## src/rtl/sgm_pkg.sv

```systemverilog
// ----------------------------------------------------------------------------
// sgm_pkg
// Shared types, codes and default sizes for the grid membership block.
// ----------------------------------------------------------------------------
package sgm_pkg;

  localparam int GRID_W_DEF       = 32;
  localparam int GRID_H_DEF       = 32;
  localparam int TILE_PIX_DEF     = 32;
  localparam int CELL_CAP_DEF     = 8;
  localparam int MAX_ENTITIES_DEF = 256;
  localparam int OUT_MAX          = 8;

  localparam logic [1:0] REQ_REG  = 2'd0;
  localparam logic [1:0] REQ_MOVE = 2'd1;
  localparam logic [1:0] REQ_READ = 2'd2;
  localparam logic [1:0] REQ_NONE = 2'd3;

  localparam logic [1:0] ST_OK    = 2'd0;
  localparam logic [1:0] ST_OFF   = 2'd1;
  localparam logic [1:0] ST_FULL  = 2'd2;
  localparam logic [1:0] ST_EMPTY = 2'd3;

  typedef struct packed {
    logic [1:0]         req_type;
    logic [7:0]         entity_id;
    logic signed [15:0] pos_x;
    logic signed [15:0] pos_y;
    logic [9:0]         box_w;
    logic [9:0]         box_h;
    logic [9:0]         cell_index;
  } sgm_in_t;

  typedef struct packed {
    logic [1:0] status;
    logic [9:0] cover_start;
    logic [9:0] cover_end;
    logic [7:0] member_id;
    logic       last;
  } sgm_out_t;

  typedef enum logic [2:0] {
    EM_BAD_ENT, EM_OFF, EM_DONE, EM_RD_BAD, EM_RD_EMPTY, EM_RD_MEM
  } emit_t;

  typedef enum logic [1:0] {SLOT_I, SLOT_CNT, SLOT_NM1} slot_t;

  typedef enum logic [1:0] {CW_ZERO, CW_INC, CW_DEC} cntw_t;

  typedef enum logic [4:0] {
    S_CLEAR, S_IDLE, S_DECODE, S_DIV_GO, S_DIV_WAIT, S_ENT_RD, S_CHK,
    S_INS_TEST, S_INS_UPD, S_REM_INIT, S_REM_TEST, S_REM_CNT, S_REM_RDM,
    S_REM_CMP, S_REM_WR, S_FIN, S_EMIT, S_RD_CHK, S_RD_CNT, S_RD_MEM, S_RD_OUT
  } state_t;

  typedef struct packed {
    logic  load;
    logic  div_go;
    logic  div_cap;
    logic  ent_rd;
    logic  ent_wr;
    logic  st_clr;
    logic  st_full;
    logic  loop_init;
    logic  loop_adv;
    logic  phase_old;
    logic  cnt_rd;
    logic  cnt_wr;
    cntw_t cnt_wsel;
    logic  clr_mode;
    logic  clr_adv;
    logic  n_cap;
    logic  i_clr;
    logic  i_inc;
    logic  mem_rd;
    logic  mem_wr;
    slot_t rd_slot;
    slot_t wr_slot;
    logic  mem_wmove;
    logic  emit;
    emit_t emit_kind;
  } sgm_cmd_t;

  typedef struct packed {
    logic       div_done;
    logic       k_last;
    logic [1:0] req_type;
    logic       eid_bad;
    logic       off;
    logic       skip;
    logic       at_end;
    logic       cnt_full;
    logic       cnt_zero;
    logic       i_eq_n;
    logic       match;
    logic       nm1_eq_i;
    logic       rd_last;
    logic       ci_bad;
    logic       clr_last;
    logic       out_free;
  } sgm_sts_t;

endpackage

```

## src/rtl/sgm_ctrl.sv

```systemverilog
// ----------------------------------------------------------------------------
// sgm_ctrl
// Request sequencer: count clearing, division, cell walks for insert and
// remove, cell read-out and result hand-off.
// ----------------------------------------------------------------------------
module sgm_ctrl (
  input  logic              clk,
  input  logic              rst_n,
  input  logic              in_valid,
  output logic              in_stall,
  input  sgm_pkg::sgm_sts_t sts,
  output sgm_pkg::sgm_cmd_t cmd
);

  sgm_pkg::state_t state_r, state_nxt;
  sgm_pkg::emit_t  kind_r, kind_nxt;

  always_ff @(posedge clk) begin
    if (!rst_n) begin
      state_r <= sgm_pkg::S_CLEAR;
      kind_r  <= sgm_pkg::EM_BAD_ENT;
    end else begin
      state_r <= state_nxt;
      kind_r  <= kind_nxt;
    end
  end

  always_comb begin
    state_nxt     = state_r;
    kind_nxt      = kind_r;
    cmd           = '0;
    cmd.emit_kind = kind_r;
    in_stall      = 1'b1;
    unique case (state_r)
      sgm_pkg::S_CLEAR: begin
        cmd.clr_mode = 1'b1;
        cmd.cnt_wr   = 1'b1;
        cmd.cnt_wsel = sgm_pkg::CW_ZERO;
        cmd.clr_adv  = 1'b1;
        if (sts.clr_last) state_nxt = sgm_pkg::S_IDLE;
      end
      sgm_pkg::S_IDLE: begin
        in_stall = 1'b0;
        if (in_valid) begin
          cmd.load  = 1'b1;
          state_nxt = sgm_pkg::S_DECODE;
        end
      end
      sgm_pkg::S_DECODE: begin
        if (sts.req_type == sgm_pkg::REQ_NONE) state_nxt = sgm_pkg::S_IDLE;
        else if (sts.req_type == sgm_pkg::REQ_READ) state_nxt = sgm_pkg::S_RD_CHK;
        else if (sts.eid_bad) begin
          kind_nxt  = sgm_pkg::EM_BAD_ENT;
          state_nxt = sgm_pkg::S_EMIT;
        end else state_nxt = sgm_pkg::S_DIV_GO;
      end
      sgm_pkg::S_DIV_GO: begin
        cmd.div_go = 1'b1;
        state_nxt  = sgm_pkg::S_DIV_WAIT;
      end
      sgm_pkg::S_DIV_WAIT: begin
        if (sts.div_done) begin
          cmd.div_cap = 1'b1;
          state_nxt   = sts.k_last ? sgm_pkg::S_ENT_RD : sgm_pkg::S_DIV_GO;
        end
      end
      sgm_pkg::S_ENT_RD: begin
        cmd.ent_rd = 1'b1;
        state_nxt  = sgm_pkg::S_CHK;
      end
      sgm_pkg::S_CHK: begin
        if (sts.off) begin
          kind_nxt  = sgm_pkg::EM_OFF;
          state_nxt = sgm_pkg::S_EMIT;
        end else begin
          cmd.st_clr    = 1'b1;
          cmd.loop_init = 1'b1;
          state_nxt     = sgm_pkg::S_INS_TEST;
        end
      end
      sgm_pkg::S_INS_TEST: begin
        if (sts.skip) begin
          cmd.loop_adv = 1'b1;
          if (sts.at_end)
            state_nxt = (sts.req_type == sgm_pkg::REQ_MOVE) ? sgm_pkg::S_REM_INIT
                                                            : sgm_pkg::S_FIN;
        end else begin
          cmd.cnt_rd = 1'b1;
          state_nxt  = sgm_pkg::S_INS_UPD;
        end
      end
      sgm_pkg::S_INS_UPD: begin
        if (sts.cnt_full) cmd.st_full = 1'b1;
        else begin
          cmd.mem_wr   = 1'b1;
          cmd.wr_slot  = sgm_pkg::SLOT_CNT;
          cmd.cnt_wr   = 1'b1;
          cmd.cnt_wsel = sgm_pkg::CW_INC;
        end
        cmd.loop_adv = 1'b1;
        if (sts.at_end)
          state_nxt = (sts.req_type == sgm_pkg::REQ_MOVE) ? sgm_pkg::S_REM_INIT
                                                          : sgm_pkg::S_FIN;
        else state_nxt = sgm_pkg::S_INS_TEST;
      end
      sgm_pkg::S_REM_INIT: begin
        cmd.phase_old = 1'b1;
        cmd.loop_init = 1'b1;
        state_nxt     = sgm_pkg::S_REM_TEST;
      end
      sgm_pkg::S_REM_TEST: begin
        cmd.phase_old = 1'b1;
        if (sts.skip) begin
          cmd.loop_adv = 1'b1;
          if (sts.at_end) state_nxt = sgm_pkg::S_FIN;
        end else begin
          cmd.cnt_rd = 1'b1;
          state_nxt  = sgm_pkg::S_REM_CNT;
        end
      end
      sgm_pkg::S_REM_CNT: begin
        cmd.phase_old = 1'b1;
        cmd.n_cap     = 1'b1;
        cmd.i_clr     = 1'b1;
        if (sts.cnt_zero) begin
          cmd.loop_adv = 1'b1;
          state_nxt    = sts.at_end ? sgm_pkg::S_FIN : sgm_pkg::S_REM_TEST;
        end else state_nxt = sgm_pkg::S_REM_RDM;
      end
      sgm_pkg::S_REM_RDM: begin
        cmd.phase_old = 1'b1;
        if (sts.i_eq_n) begin
          // entity not listed in this cell
          cmd.loop_adv = 1'b1;
          state_nxt    = sts.at_end ? sgm_pkg::S_FIN : sgm_pkg::S_REM_TEST;
        end else begin
          cmd.mem_rd  = 1'b1;
          cmd.rd_slot = sgm_pkg::SLOT_I;
          state_nxt   = sgm_pkg::S_REM_CMP;
        end
      end
      sgm_pkg::S_REM_CMP: begin
        cmd.phase_old = 1'b1;
        if (sts.match) begin
          cmd.cnt_wr   = 1'b1;
          cmd.cnt_wsel = sgm_pkg::CW_DEC;
          if (!sts.nm1_eq_i) begin
            // pull the last entry into the freed slot
            cmd.mem_rd  = 1'b1;
            cmd.rd_slot = sgm_pkg::SLOT_NM1;
            state_nxt   = sgm_pkg::S_REM_WR;
          end else begin
            cmd.loop_adv = 1'b1;
            state_nxt    = sts.at_end ? sgm_pkg::S_FIN : sgm_pkg::S_REM_TEST;
          end
        end else begin
          cmd.i_inc = 1'b1;
          state_nxt = sgm_pkg::S_REM_RDM;
        end
      end
      sgm_pkg::S_REM_WR: begin
        cmd.phase_old = 1'b1;
        cmd.mem_wr    = 1'b1;
        cmd.wr_slot   = sgm_pkg::SLOT_I;
        cmd.mem_wmove = 1'b1;
        cmd.loop_adv  = 1'b1;
        state_nxt     = sts.at_end ? sgm_pkg::S_FIN : sgm_pkg::S_REM_TEST;
      end
      sgm_pkg::S_FIN: begin
        cmd.ent_wr = 1'b1;
        kind_nxt   = sgm_pkg::EM_DONE;
        state_nxt  = sgm_pkg::S_EMIT;
      end
      sgm_pkg::S_EMIT: begin
        if (sts.out_free) begin
          cmd.emit  = 1'b1;
          state_nxt = sgm_pkg::S_IDLE;
        end
      end
      sgm_pkg::S_RD_CHK: begin
        if (sts.ci_bad) begin
          kind_nxt  = sgm_pkg::EM_RD_BAD;
          state_nxt = sgm_pkg::S_EMIT;
        end else begin
          cmd.cnt_rd = 1'b1;
          state_nxt  = sgm_pkg::S_RD_CNT;
        end
      end
      sgm_pkg::S_RD_CNT: begin
        cmd.n_cap = 1'b1;
        cmd.i_clr = 1'b1;
        if (sts.cnt_zero) begin
          kind_nxt  = sgm_pkg::EM_RD_EMPTY;
          state_nxt = sgm_pkg::S_EMIT;
        end else state_nxt = sgm_pkg::S_RD_MEM;
      end
      sgm_pkg::S_RD_MEM: begin
        cmd.mem_rd  = 1'b1;
        cmd.rd_slot = sgm_pkg::SLOT_I;
        state_nxt   = sgm_pkg::S_RD_OUT;
      end
      sgm_pkg::S_RD_OUT: begin
        cmd.emit_kind = sgm_pkg::EM_RD_MEM;
        if (sts.out_free) begin
          cmd.emit = 1'b1;
          if (sts.rd_last) state_nxt = sgm_pkg::S_IDLE;
          else begin
            cmd.i_inc = 1'b1;
            state_nxt = sgm_pkg::S_RD_MEM;
          end
        end
      end
      default: state_nxt = sgm_pkg::S_IDLE;
    endcase
  end

endmodule

```

## config.mk

```make
export PLATFORM = sky130hd
export DESIGN_NAME = sgm_ctrl
export DESIGN_NICKNAME = d
export VERILOG_FILES = /design/src/rtl/sgm_pkg.sv /design/src/rtl/sgm_ctrl.sv
export SDC_FILE = /design/constraint.sdc
export NUM_CORES = 1
export LEC_CHECK = 0
export BUFFER_PORTS_ARGS = -buffer_cell sky130_fd_sc_hd__buf_2
export CAP_MARGIN = 20
export CELL_PAD_IN_SITES_DETAIL_PLACEMENT = 0
export CELL_PAD_IN_SITES_GLOBAL_PLACEMENT = 1
export CORE_ASPECT_RATIO = 0.7
export CORE_MARGIN = 2
export CORE_UTILIZATION = 36
export DETAILED_ROUTE_END_ITERATION = 12
export PLACE_DENSITY_LB_ADDON = 0.1
export REMOVE_ABC_BUFFERS = 1
export SLEW_MARGIN = 20
export SYNTH_ARGS = -nofsm -noshare
export SYNTH_HDL_FRONTEND = slang
export SYNTH_SLANG_ARGS = --single-unit
export TNS_END_PERCENT = 30
```

## constraint.sdc

```tcl
create_clock -name clk -period 3.59 [get_ports clk]
set_input_delay 0.718 -clock clk [delete_from_list [all_inputs] [get_ports clk]]
set_output_delay 0.718 -clock clk [all_outputs]
set_load 0.02 [all_outputs]
```

# After elaboration in Yosys (flattened, before gate mapping)
# Cells that the tools add are included.
# W data, S select, Z words.
# word_totals
ff_bits	8
inputBits	20
out_inout_bits	31
# op_classes
n_eq_ne	36
muxes	79
n_reduce_logical	9
# op_table
operator	n
$pmux W5 S21	1
$mux W5	14
$mux W3	16
$eq A5 B4 Y1 const B	8
$mux W1	31
$eq A5 B5 Y1 const B	5
$ne A2 B2 Y1 const B	11
$eq A5 B3 Y1 const B	4
$mux W2	8
$pmux W3 S5	1
$reduce_and A7 Y1	2
$eq A5 B2 Y1 const B	2
$pmux W3 S3	1
$pmux W1 S2	4
$reduce_or A2 Y1	4
$ne A3 B3 Y1 const B	2
$reduce_or A6 Y1	1
$eq A5 B1 Y1 const B	1
$logic_not A5 Y1	1
$pmux W1 S5	1
$reduce_bool A5 Y1	1
$eq A2 B2 Y1 const B	2
$mux W4	1
$pmux W1 S3	1
$eq A2 B1 Y1 const B	1

# Logic depth before layout (Yosys ltp)
# depth
word_depth	5
depth_mapped	8

# Worst setup path after synthesis
# No wires, ideal clock.
# synth_timing
path_type	register to output
start	reg state_r[4]
end	out cmd[10] (netlist name)
t_arrival_ns	1.762
t_required_ns	2.872
setup_slack_ns	1.110
path_stages_with_launch	7
path_buffers	2
path_cell_list	dfxtp_1 > buf_2 > buf_2 > nor3b_1 > nand4_1 > nor2_1 > a311o_1
# synth_rtl
item	line_no	text
start, declared	sgm_ctrl.sv:15	sgm_pkg::state_t state_r, state_nxt;
start signal, assigned	sgm_ctrl.sv:20	state_r <= sgm_pkg::S_CLEAR;
start signal, assigned	sgm_ctrl.sv:23	state_r <= state_nxt;
end, declared	sgm_ctrl.sv:12	output sgm_pkg::sgm_cmd_t cmd

==> results.ini <==
[synthesis]
synth_seq_cells=8
synth-main-ff-cell=dfxtp_1
ys_warn_count=0
synth_edf_count=0
syn_area_um2=1280
async_flop_share_pct=0
syn_inst=193
ys_seq_area_share_pct=12.5
synth.distinct_cells=57
yosys.area.top_type=dfxtp_1
yosys.area.top_type_share_pct=12.5
syn_avg_cell_area_um2=6.65
synth_area_leaders=dfxtp_1 12%, nor2_1 7.3%, nand2_1 5.8%

[final_layout]
area_delta_synth_final_pct=21.8
multi_input_area_um2=1010
drive_gt1_share_pct=28.1
num-fill-cells=394
layout.nets=253
antennaDiodeCount=0
final_cell_area_um2=1560
register_area_um2=160

[setup_path]
slowest_stage=dfxtp_1
crit_path_end_kind=primary output
cp.arrival_ns=2.17
max_stage_delay_ns=0.64
crit_fanout=16
cp-start-kind=register
critPathKind=reg2out
crit_chain=nor2b_1 -> nand2_1 -> nor2_1 -> or3_1 -> buf_2
crit_required_ns=2.87

[power]
p_seq_share_pct=30.4
cellPowerDensity_nw_per_um2=203
p_int_w=0.000205
power_w=0.000317
irDropWorstVdd_v=0.000118
netSwitchingFraction_pct=35.3
power.share.clock_pct=33.7
power_switching_w=0.000112
p_leak_nw=0.695
p_comb_share_pct=35.9

[timing]
fmax_mhz=346
worst_slew_pin_slew_ns=0.803
worst_slack_ns=0.703
post-route-min-period_ns=2.89
slew_headroom_pct=46.4
setup_tns_ns=0
slew_viol_final=0
rsz0062_at_grt=no
post-route-period-util_pct=80.4
skew_ns=0.00206
final_hold_viol_count=0
setup_violations=0

[hold_path]
min_path_type=reg2reg

[grt]
grt_usage_pct=23.1
overflow=0
antenna_found_initial=0
grt_pass1_wl_mm=7.13
grt_max_degree=26
grt_pass1_vias=1418

[drt]
via_per_inst=5.75
ant_nets=0
met2_length_mm=1.94
met1Wirelength_mm=2.08
drt-total-wl_mm=4.48
via_count=1616
drt_pass1_iterations=4
drc=0
routed.top_layer=met4
wl_per_cell_um=15.9
first_iter_violations=141
dr_wl_met3_um=433

[cts]
cts_sinks=8
path_clk_slew_ns=0.04
clockBufferDepth=2
postCtsSetupBuffers=0
clk_latency_ns=0.23
htree_levels=1
holdBufCountCts=0
numCtsBuffers=3
cts_root_buf=clkbuf_8
cts_tree=yes
ctsResizeCount=0

[placed_design]
gp_congestion=0.907
port_buffers=48
dpl_cell_area_um2=1520
dpl.hpwl_mm=3.34
dp_worst_setup_slack_ns=1.00

[floorplan]
coreArea_um2=3470
ioPinCount=51
start_util_pct=37.0
die_w_um=75.4
rows=18
die_h_um=54.0
die_area_um2=4070

[outcome]
status=finished, final reports clean

[job]
drv_cap=0

==> metal layers <==
layer	global-route usage [%]	vias up
met5	0	-
met4	2.05	0
met3	5.43	3
met2	35.1	90
met1	34.2	742
li1	-	781
==> cell families after synthesis <==
group                  count (synthesis)  synth area share [%]
other                                  1                 0.292
AOI/OAI and AO/OA                     49                  29.0
muxes                                  4                  3.12
buffers and inverters                 24                  9.36
and+or+nand+nor                      107                  45.7
DFF                                    8                  12.5
==> cell usage after synthesis, drive strengths merged, types with 2 or more instances <==
library cell,count
a22oi,4
dfxtp,8
a21oi,3
nand3,4
and3,7
a31oi,2
nand2,20
a21boi,2
nand4,2
or2,5
inv,6
or3,2
or3b,2
buf,16
mux2i,4
nor2,25
o22ai,4
o21ai,9
a32oi,2
and2,2
or4b,2
a21o,2
nor2b,8
nor4,2
nor3,9
o31ai,3
a211oi,2
nor3b,7
o211ai,5
nand2b,6
clkbuf,2
==> area by class of cell <==
cell class | count | share of cell area (%)
Clock buffer | 3 | 2.64
Inverter | 6 | 1.44
Multi-Input combinational cell | 162 | 64.4
Sequential cell | 8 | 10.2
Tap cell | 50 | 4.00
Timing Repair Buffer | 52 | 17.3
==> stage by stage <==
stage | cells | hold WS (ns) | utilization (%)
finish | 281 | 0.448 | 45.1
CTS | 281 | 0.450 | 45.1
global route | 281 | 0.462 | 45.1
floorplan | 176 | 0.426 | -
global placement | 278 | 0.433 | 43.9
detailed placement | 278 | 0.444 | 43.9
==> power by group through the flow <==
stage / Combinational, W / Sequential, W / Clock (W)
final: 0.000114 / 0.0000964 / 0.000107
after global routing: 0.000126 / 0.0000966 / 0.000116
after CTS: 0.000113 / 0.0000962 / 0.000111
after detailed placement: 0.000112 / 0.0000978 / 0
after global placement: 0.000114 / 0.0000976 / 0
after floorplan: 0.0000617 / 0.000103 / 0
==> cells in the final DEF, fill, tap and decap left out, drive strengths merged, types with 3 or more instances in the layout <==
master and count:
nor3b 7, nand2b 6, nand3 4, dfxtp 8
nor2b 8, o21ai 9, buf 52, inv 6
nor2 25, nor3 9, mux2i 4, clkbuf 3
and3 7, nand2 20, or2 5, o211ai 5
a21oi 3, a22oi 4, o31ai 3, o22ai 4
==> state kept, by name, indices dropped and copies added, names as in the netlist <==
| name | cells |
|---|---|
| state_r | 5 |
| kind_r | 3 |
==> final timing paths <==
path | startpoint | to | slack [ns] | cells past startpoint
worst min register to register | kind_r[1]$_SDFFE_PN0P_ | kind_r[1]$_SDFFE_PN0P_ | 0.45 | 2
worst min-delay path | kind_r[1]$_SDFFE_PN0P_ | kind_r[1]$_SDFFE_PN0P_ | 0.45 | 2
worst max-delay path | state_r[3]$_SDFFE_PN0P_ | cmd[18] | 0.70 | 5
worst max register to register | state_r[4]$_SDFFE_PN0P_ | state_r[2]$_SDFFE_PN0P_ | 1.21 | 6
==> worst max-delay path: cells and delay by family, from the launching register on <==
kind | cells | cell delay, ns
buf+inv | 1 | 0.15
flops | 1 | 0.64
simple gates | 4 | 1.15
Note: power is estimated with default switching activity, not from simulation.
